==> src/hw/rtl/cgsm_pkg.sv <==
// shared types and constants for the color gradient stop map
`timescale 1ns / 1ps
package cgsm_pkg;

    localparam int MaxStops = 16;
    localparam int PosW = 17;
    localparam int ChW = 16;
    localparam int ColW = 64;
    localparam logic [PosW-1:0] OneQ16 = 17'd65536;

    typedef enum logic [2:0] {
        FN_LOOKUP = 3'd0,
        FN_INSERT = 3'd1,
        FN_SET_FIRST = 3'd2,
        FN_SET_LAST = 3'd3,
        FN_READ = 3'd4
    } func_t;

    typedef enum logic [2:0] {
        ST_OK = 3'd0,
        ST_BADPOS = 3'd1,
        ST_FULL = 3'd2,
        ST_FEW = 3'd3,
        ST_EMPTY = 3'd4,
        ST_BADIDX = 3'd5
    } status_t;

    typedef enum logic [3:0] {
        S_IDLE,
        S_DECODE,
        S_SCAN,
        S_SHIFT,
        S_WRITE,
        S_RDCOL,
        S_BLEND_RD,
        S_MUL,
        S_DIV,
        S_DONE
    } state_t;

    // controller to datapath
    typedef struct packed {
        logic load;      // capture input word
        logic scan_rst;  // zero the scan index
        logic scan_inc;
        logic shift;     // move entry idx-1 to idx, step idx down
        logic wr_new;    // write new stop at idx
        logic wr_color;  // write color at recolor index
        logic cnt_inc;
        logic rd_lo;     // latch color of stop lo
        logic rd_hi;
        logic mul;       // form the numerators
        logic div_start;
        logic set_status;
        status_t status;
        logic clr_color;
    } cmd_t;

    // datapath to controller
    typedef struct packed {
        logic [2:0] func;
        logic t_bad;
        logic full;
        logic empty;
        logic few;
        logic idx_bad;
        logic scan_end;  // scan reached count
        logic scan_hit;  // pos at scan index above key
        logic at_ins;    // shift index reached insert point
        logic div_done;  // divider finished or not in use
    } stat_t;

endpackage

==> src/hw/rtl/cgsm_ctrl.sv <==
// controller state machine for the color gradient stop map
`timescale 1ns / 1ps
module cgsm_ctrl (
    input  logic              aclk,
    input  logic              aresetn,
    input  logic              in_fire,
    input  logic              out_free,
    input  cgsm_pkg::stat_t   st,
    output cgsm_pkg::cmd_t    cmd,
    output logic              busy,
    output logic              done
);
    cgsm_pkg::state_t state_reg, state_next;

    always_ff @(posedge aclk) begin
        if (!aresetn) begin
            state_reg <= cgsm_pkg::S_IDLE;
        end else begin
            state_reg <= state_next;
        end
    end

    always_comb begin
        state_next = state_reg;
        cmd = '0;
        cmd.status = cgsm_pkg::ST_OK;
        busy = (state_reg != cgsm_pkg::S_IDLE);
        done = 1'b0;
        case (state_reg)
            cgsm_pkg::S_IDLE: begin
                if (in_fire) begin
                    cmd.load = 1'b1;
                    state_next = cgsm_pkg::S_DECODE;
                end
            end
            cgsm_pkg::S_DECODE: begin
                cmd.scan_rst = 1'b1;
                cmd.set_status = 1'b1;
                cmd.clr_color = 1'b1;
                state_next = cgsm_pkg::S_DONE;
                case (st.func)
                    cgsm_pkg::FN_LOOKUP: begin
                        if (st.few) begin
                            cmd.status = cgsm_pkg::ST_FEW;
                        end else begin
                            state_next = cgsm_pkg::S_SCAN;
                        end
                    end
                    cgsm_pkg::FN_INSERT: begin
                        if (st.t_bad) begin
                            cmd.status = cgsm_pkg::ST_BADPOS;
                        end else if (st.full) begin
                            cmd.status = cgsm_pkg::ST_FULL;
                        end else begin
                            state_next = cgsm_pkg::S_SCAN;
                        end
                    end
                    cgsm_pkg::FN_SET_FIRST, cgsm_pkg::FN_SET_LAST: begin
                        if (st.empty) begin
                            cmd.status = cgsm_pkg::ST_EMPTY;
                        end else begin
                            state_next = cgsm_pkg::S_WRITE;
                        end
                    end
                    cgsm_pkg::FN_READ: begin
                        if (st.idx_bad) begin
                            cmd.status = cgsm_pkg::ST_BADIDX;
                        end else begin
                            state_next = cgsm_pkg::S_RDCOL;
                        end
                    end
                    default: ;
                endcase
            end
            cgsm_pkg::S_SCAN: begin
                // insert runs to the count, lookup stops at the first stop above t
                if (st.scan_end || (st.scan_hit && st.func != cgsm_pkg::FN_INSERT)) begin
                    if (st.func == cgsm_pkg::FN_INSERT) begin
                        state_next = cgsm_pkg::S_SHIFT;
                    end else begin
                        state_next = cgsm_pkg::S_BLEND_RD;
                    end
                end else begin
                    cmd.scan_inc = 1'b1;
                end
            end
            cgsm_pkg::S_SHIFT: begin
                if (st.at_ins) begin
                    cmd.wr_new = 1'b1;
                    cmd.cnt_inc = 1'b1;
                    state_next = cgsm_pkg::S_DONE;
                end else begin
                    cmd.shift = 1'b1;
                end
            end
            cgsm_pkg::S_WRITE: begin
                cmd.wr_color = 1'b1;
                state_next = cgsm_pkg::S_DONE;
            end
            cgsm_pkg::S_RDCOL: begin
                cmd.rd_lo = 1'b1;
                state_next = cgsm_pkg::S_DONE;
            end
            cgsm_pkg::S_BLEND_RD: begin
                cmd.rd_lo = 1'b1;
                cmd.rd_hi = 1'b1;
                state_next = cgsm_pkg::S_MUL;
            end
            cgsm_pkg::S_MUL: begin
                cmd.mul = 1'b1;
                state_next = cgsm_pkg::S_DIV;
            end
            cgsm_pkg::S_DIV: begin
                if (st.div_done) begin
                    state_next = cgsm_pkg::S_DONE;
                end else begin
                    cmd.div_start = 1'b1;
                end
            end
            cgsm_pkg::S_DONE: begin
                if (out_free) begin
                    done = 1'b1;
                    state_next = cgsm_pkg::S_IDLE;
                end
            end
            default: state_next = cgsm_pkg::S_IDLE;
        endcase
    end
endmodule

==> config.mk <==
export PLATFORM = sky130hd
export DESIGN_NAME = cgsm_ctrl
export DESIGN_NICKNAME = d
export VERILOG_FILES = /design/src/hw/rtl/cgsm_pkg.sv /design/src/hw/rtl/cgsm_ctrl.sv
export SDC_FILE = /design/constraint.sdc
export NUM_CORES = 1
export LEC_CHECK = 0
export BUFFER_PORTS_ARGS = -buffer_cell sky130_fd_sc_hd__buf_2
export CORE_MARGIN = 10
export CORE_UTILIZATION = 40
export DETAILED_ROUTE_END_ITERATION = 10
export PLACE_DENSITY_LB_ADDON = 0.2
export SKIP_CTS_REPAIR_TIMING = 1
export SKIP_LAST_GASP = 1
export SYNTH_ARGS = -nofsm -noshare
export SYNTH_HDL_FRONTEND = slang
export SYNTH_SLANG_ARGS = --single-unit
==> constraint.sdc <==
create_clock -name aclk -period 1.7 [get_ports aclk]
set_input_delay 0.085 -clock aclk [delete_from_list [all_inputs] [get_ports aclk]]
set_output_delay 0.085 -clock aclk [all_outputs]
set_load 0.02 [all_outputs]
Yosys cells after proc, flatten, opt, wreduce, memory -nomap -nowiden:

Cells that the tools add are included.

* word-level logic and storage cells: 66
* register bits: 4

* mux-type cells: 37
* equal/unequal tests: 19
* reductions and logical operators: 9

Operators with widths (number)
* $mux W4: 10
* $pmux W4 S9: 1
* $eq A4 B3 Y1 const B: 4
* $mux W1: 16
* $pmux W4 S4: 1
* $pmux W3 S4: 1
* $ne A2 B2 Y1 const B: 5
* $mux W3: 3
* $eq A4 B2 Y1 const B: 2
* $eq A4 B4 Y1 const B: 2
* $mux W2: 4
* $eq A3 B2 Y1 const B: 2
* $reduce_or A2 Y1: 3
* $mux W5: 1
* $reduce_and A5 Y1: 1
* $eq A4 B1 Y1 const B: 1
* $logic_not A4 Y1: 1
* $reduce_bool A4 Y1: 1
* $eq A3 B1 Y1 const B: 1
* $eq A3 B3 Y1 const B: 1
* $logic_not A3 Y1: 1
* $ne A3 B1 Y1 const B: 1
* $logic_and A1 B1 Y1: 1
* $logic_or A1 B1 Y1: 1

Longest topological paths before layout:

Gate-level depths: netlist of run 1.

* word-level depth: 5
* mapped depth: 6
* mapped depth without buffers: 5

Least setup slack after synthesis of run 1:

OpenSTA, ideal clock, no wires.

* path type: flip-flop to output port
* from: register state_reg[0]
* to: output cmd[1] (netlist bit)
* stages on the path, launching flop included: 5
* arrival time: 1.785 ns
* buffers on the path: 1
* path slack: -0.170 ns
* required time: 1.615 ns
* cell sequence: dfxtp_1 > buf_2 > nor2b_1 > nand2_1 > a2111oi_0

RTL lines
* start, declared: line cgsm_ctrl.sv:13 `cgsm_pkg::state_t state_reg, state_next;`
* start signal, assigned: line cgsm_ctrl.sv:17 `state_reg <= cgsm_pkg::S_IDLE;`
* start signal, assigned: line cgsm_ctrl.sv:19 `state_reg <= state_next;`
* end, declared: line cgsm_ctrl.sv:9 `output cgsm_pkg::cmd_t cmd,`

==> summary.md, run 1 <==
| Metric | Value |
|---|---|
| Outcome | completed |
| Placer Congestion | approximately 0.82 |
| Clk_skew | between 4 and 5 ps |
| Final net count | 140 |
| Post-synthesis cell type count | 37 |
| CP Data Arrival Time | about 1500 ps |
| Max-slew violations | 0 |
| Share of layout cells above drive strength 1 | a little under two fifths |
| Largest area contributor in the netlist | dfxtp_1 |
| WS Path Type | reg -> out |
| Count leader, synth | nand2_1 |
| DR WL/cell | around 14 um |
| Total power | between 600 and 700 uW |
| Register area | around 85 um^2 |
| Final setup viols | 0 |
| Hold Path Stages | 3 |
| Synth top cells by count | nand2_1, nor2_1, nand2b_1 |
| Clock-pin slew on the worst setup and hold paths | roughly 40 ps |
| Worst relative slew slack | 77.45% |
| N_diodes | 0 |
| Post-route ant nets | 0 |
| # placed instances | 134 |
| Fin crit share | 94.81% |
| Detailed placement HPWL | 1.634 mm |
| Post-route insts no fill | between 100 and 150 |
| Starting Density | 44.49% |
| CTS tree | yes |
| Max Root-Sink Buffers | 2 |
| Worst path slowest cell | a2111o_1 |
| Reg2Reg Depth | 4 |
| Vias per cell | 5.606 |
| Die footprint | 3452 um^2 |
| DR DRC count | 0 |
| Width of the die | just under 60 um |
| Syn_area_per_cell | 6.600 um^2 |
| VDD IR max | 466.3 uV |
| DRT iter0 DRCs | 21 |
| Final min period | 1612 ps |
| Die Y | between 50 and 60 um |
| Post-synth ARST share | 0% |
| Multi-input logic area | between 400 and 500 um^2 |
| Max FFs per register | 4 |
| Crit path launch type | register |
| Critical-path cell list | or2_1, a2111o_1, inv_1, buf_2 |
| CTS H-tree depth | 1 |
| Vias in the first global route | 689 |
| Lkg Pwr | 0.4044 nW |
| Worst skew pair latency | 230 ps |
| Largest net degree at the start of global routing | 17 |
| Max Cap Viol | 0 |
| Cell Rows | 13 |
| GR Util All Layers | between 10% and 20% |
| Syn Nets | 107 |
| Detailed Route WL | 1.933 mm |
| Initial antenna violation count | 0 |
| Crit path required time | 1620 ps |
| Sw Ratio | 45.58% |
| Synth Register Bits | 4 |
| Num CTS Buffers | 3 |
| First-pass GRT wire length | 3.187 mm |
| Io pins | 34 |
| Post-synthesis sequential area ratio | 13.33% |
| Worst-Margin Slew | 336.0 ps |
| Post-synth EDFFs | 0 |
| Top_reg_cell synth | dfxtp_1 |
| Pint | around 330 uW |
| Gr ovfl total | 0 |
| Post-Synthesis Cells | 91 |
| Largest cells by area after synthesis | dfxtp_1, nand2b_1, nand2_1, a21oi_1, nor2_1 |
| CP peak stage delay | 460 ps |
| Logic pwr share | ~58% |
| DR vias | between 700 and 800 |
| Clock sink count | 4 |
| Root Buffer | clkbuf_4 |
| Crit. End Element | output pin |
| Pre-Repair DR Iteration Count | 4 |
| Worst path bufs/invs | 2 |
| CP delay by family, top | compound AO/OA/AOI/OAI gates |
| Yosys warning total | 0 |
| Power density cells | about 760 nW/um^2 |
| Fmax | 620.4 MHz |
| Net Sw Power | 278.3 uW |
| Worst min-delay path category | in -> reg |
| Hold Fails Final Rpt | 0 |
| Post-Syn Area | 600.6 um^2 |
| Layout fillers | 135 |
| Clock power frac | 18.6% |
| Core area | 1350 um^2 |
| P&R area growth vs syn | 33.75% |
| Top-area cell type share of the netlist area | 13.33% |
| CP max FO | 11 |
| Flop pwr share | 23.5% |
| Port Buffers | 33 |
| Crit path depth | 4 |
-- metal layers --
metal	up-vias	wire [um]	global-route usage [%]
met2	15	956	17.42
met5	-	0	0
li1	401	-	-
met4	0	0	3.934
met3	0	97	2.790
met1	352	879	14.03
-- kinds of logic after synthesis --
group | Yosys count | share of synthesized area [%]
AND/OR/NAND/NOR | 51 | 46.25
buffers and inverters | 13 | 11.46
flip-flops | 4 | 13.33
AO/OA/AOI/OAI | 23 | 28.96
-- worst paths after layout --
check | end | slack (ps) | from
min | state_reg[0] | 150 | aresetn
max | cmd[13] | 90 | state_reg[2]
min reg2reg | state_reg[2] | 590 | state_reg[3]
max reg2reg | state_reg[3] | 170 | state_reg[2]
-- cell usage in the layout (no fill, tap or decap), drive strengths merged, types with 2 or more instances in the layout --
master,n
clkbuf,3
nor2b,3
o22ai,2
a21oi,7
nand3,4
nor2,9
o21ai,2
dfxtp,4
nor3b,3
buf,36
nor3,3
nand2b,8
inv,5
and3,3
o32a,2
nand2,10
o31ai,2
-- tightest hold or removal path: stages --
cell and delay, ps:
buf_2 120, nand4_1 60, o22ai_1 60
-- through the flow --
stage,hold WS (ps),cell area (um^2),TNS (ps),utilization [%],setup slack (ps)
CTS,145.9,793.3,0,58.76,28.86
global placement,394.6,770.7,0,57.09,176.0
finish,148.2,803.3,0,59.50,88.25
floorplan,238.6,601.8,0,-,83.93
detailed placement,387.5,770.7,0,57.09,122.9
global route,161.5,803.3,-1.288,59.50,-1.288
-- power by group through the flow --
| stage | logic [mW] | registers, mW | clock network, mW |
|---|---|---|---|
| floorplan | 0.281 | 0.113 | 0 |
| global placement | 0.351 | 0.140 | 0 |
| detailed placement | 0.350 | 0.142 | 0 |
| CTS | 0.352 | 0.140 | 0.119 |
| global route | 0.391 | 0.152 | 0.131 |
| finish | 0.354 | 0.143 | 0.114 |
-- layout make-up --
type                       instances  share of cell area, %
tap                               15                  2.336
sequential                         4                  10.59
clock buffer                       3                  2.804
multi-input combinational         74                  57.01
timing repair buffer              36                  24.92
inverter                           5                  2.336
No activity file was read; power rests on OpenSTA's default activity.
==> run 2, diff against run 1 <==
Clock period 1.7 ns to 2.1 ns, I/O delays scaled along.
==> summary.md, run 2 (synthesis results as in run 1) <==
| Metric | Value |
|---|---|
| DR vias | 770 |
| Fin worst setup slack | between 100 and 150 ps |
| Placed cell area | 734.5 um^2 |
| GR Util All Layers | 10.54% |
| Worst min-delay path category | in -> reg |
| Share of layout cells above drive strength 1 | 31.93% |
| DRT iter0 DRCs | 22 |
| Die Y | roughly 59 um |
| Net Sw Power | 224.7 uW |
| Width of the die | 58.75 um |
| Final min period | 1955 ps |
| Worst skew pair latency | 240 ps |
| Commonest non-fill, non-tap cells in the layout | buf_2, nand2_1, nor2_1 |
| CTS H-tree depth | 1 |
| Crit. End Element | output pin |
| Max-slew violations | 0 |
| Crit path required time | 2000 ps |
| P&R area growth vs syn | 26.04% |
| Flop pwr share | 24.3% |
| N_diodes | 0 |
| Vias per cell | between 5 and 6 |
| Most common cell after layout, fill and taps aside | buf_2 |
| Root Buffer | clkbuf_4 |
| Io pins | 34 |
| Logic pwr share | between 50% and 60% |
| Fin crit share | between 90 and 100% |
| Fmax | 511.5 MHz |
| CP Data Arrival Time | 1850 ps |
| CTS tree | yes |
| VDD IR max | 243.7 uV |
| Sw Ratio | 46.71% |
| Reg2Reg Depth | 4 |
| First-pass GRT wire length | 2.987 mm |
| Clock power frac | 20.6% |
| Vias in the first global route | 673 |
| Detailed Route WL | ~1.9 mm |
| Cell Rows | 13 |
| Worst relative slew slack | 63.91% |
| Crit path launch type | register |
| Starting Density | 44.49% |
| Dpl ws | between 400 and 500 ps |
| DR DRC count | 0 |
| Outcome | completed |
| Final setup viols | 0 |
| Detailed placement HPWL | roughly 1.5 mm |
| Setup TNS Final | 0 ps |
| Grt met2 use | ~14% |
| Met3 usage | 4.292% |
| Worst-Margin Slew | between 500 and 600 ps |
| Final net count | 137 |
| Gr busiest metal | met1 |
| Pint | 256.4 uW |
| Total power | 481.1 uW |
| Largest net degree at the start of global routing | 20 |
| Core area | 1350 um^2 |
| WS Path Type | reg -> out |
| Port Buffers | 33 |
| Post-route cell area | 757.0 um^2 |
| Clock-pin slew on the worst setup and hold paths | 40 ps |
| Power density cells | between 600 and 700 nW/um^2 |
| GR Util met1 | 13.91% |
| Hold Path Stages | 3 |
| Die footprint | ~3500 um^2 |
| DR WL/cell | 14.22 um |
| Initial antenna violation count | 0 |
| Gr ovfl total | 0 |
| Placer Congestion | 0.8203 |
| Hold Fails Final Rpt | 0 |
| Clk_skew | 8.898 ps |
| Lkg Pwr | just under 0.4 nW |
| Final core occ | 56.07% |
| Max FFs per register | 4 |
| CP max FO | 19 |
| Clock sink count | 4 |
| Max Root-Sink Buffers | 2 |
| Post-route ant nets | 0 |
| Max Cap Viol | 0 |
| Num CTS Buffers | 3 |
| RSZ-0062 raised after global routing | false |
| Pre-Repair DR Iteration Count | 4 |
[run 2: per-stage QoR]
stage,cells,hold WS (ps)
after floorplan,91,258.6
final,134,162.5
after global placement,131,404.9
after global routing,134,158.9
after CTS,134,162.9
after detailed placement,131,398.7
[run 2: cell type report]
class | instances | area [um^2]
clock buffer | 3 | 22.52
fill | 138 | 593.1
multi-input combinational | 74 | 451.7
sequential | 4 | 80.08
inverter | 5 | 18.77
tap | 15 | 18.77
timing repair buffer | 33 | 165.2
[run 2: critical path, cell delays in order, from the launching register on]
cell      delay (ps)
dfxtp_1          650
nand2b_1         250
a2111o_1         470
inv_1             70
buf_2            160
[run 2: final timing paths]
| path | start | end | slack, ps |
|---|---|---|---|
| min | aresetn | state_reg[0] | 160 |
| max reg2reg | state_reg[1] | state_reg[0] | 400 |
| max | state_reg[1] | cmd[13] | 140 |
| min reg2reg | state_reg[3] | state_reg[2] | 740 |
[run 2: metal layers]
layer,part of all wire (%),vias to the layer above
li1,-,391
met1,46,335
met2,40,40
met3,12,4
met4,2.1,0
met5,0,-
[run 2: power by group through the flow]
| stage | logic [mW] | registers [mW] | clock network (mW) |
|---|---|---|---|
| floorplan | 0.226 | 0.0914 | 0 |
| global placement | 0.265 | 0.118 | 0 |
| detailed placement | 0.265 | 0.117 | 0 |
| CTS | 0.267 | 0.116 | 0.0992 |
| global route | 0.290 | 0.122 | 0.107 |
| finish | 0.265 | 0.117 | 0.0992 |
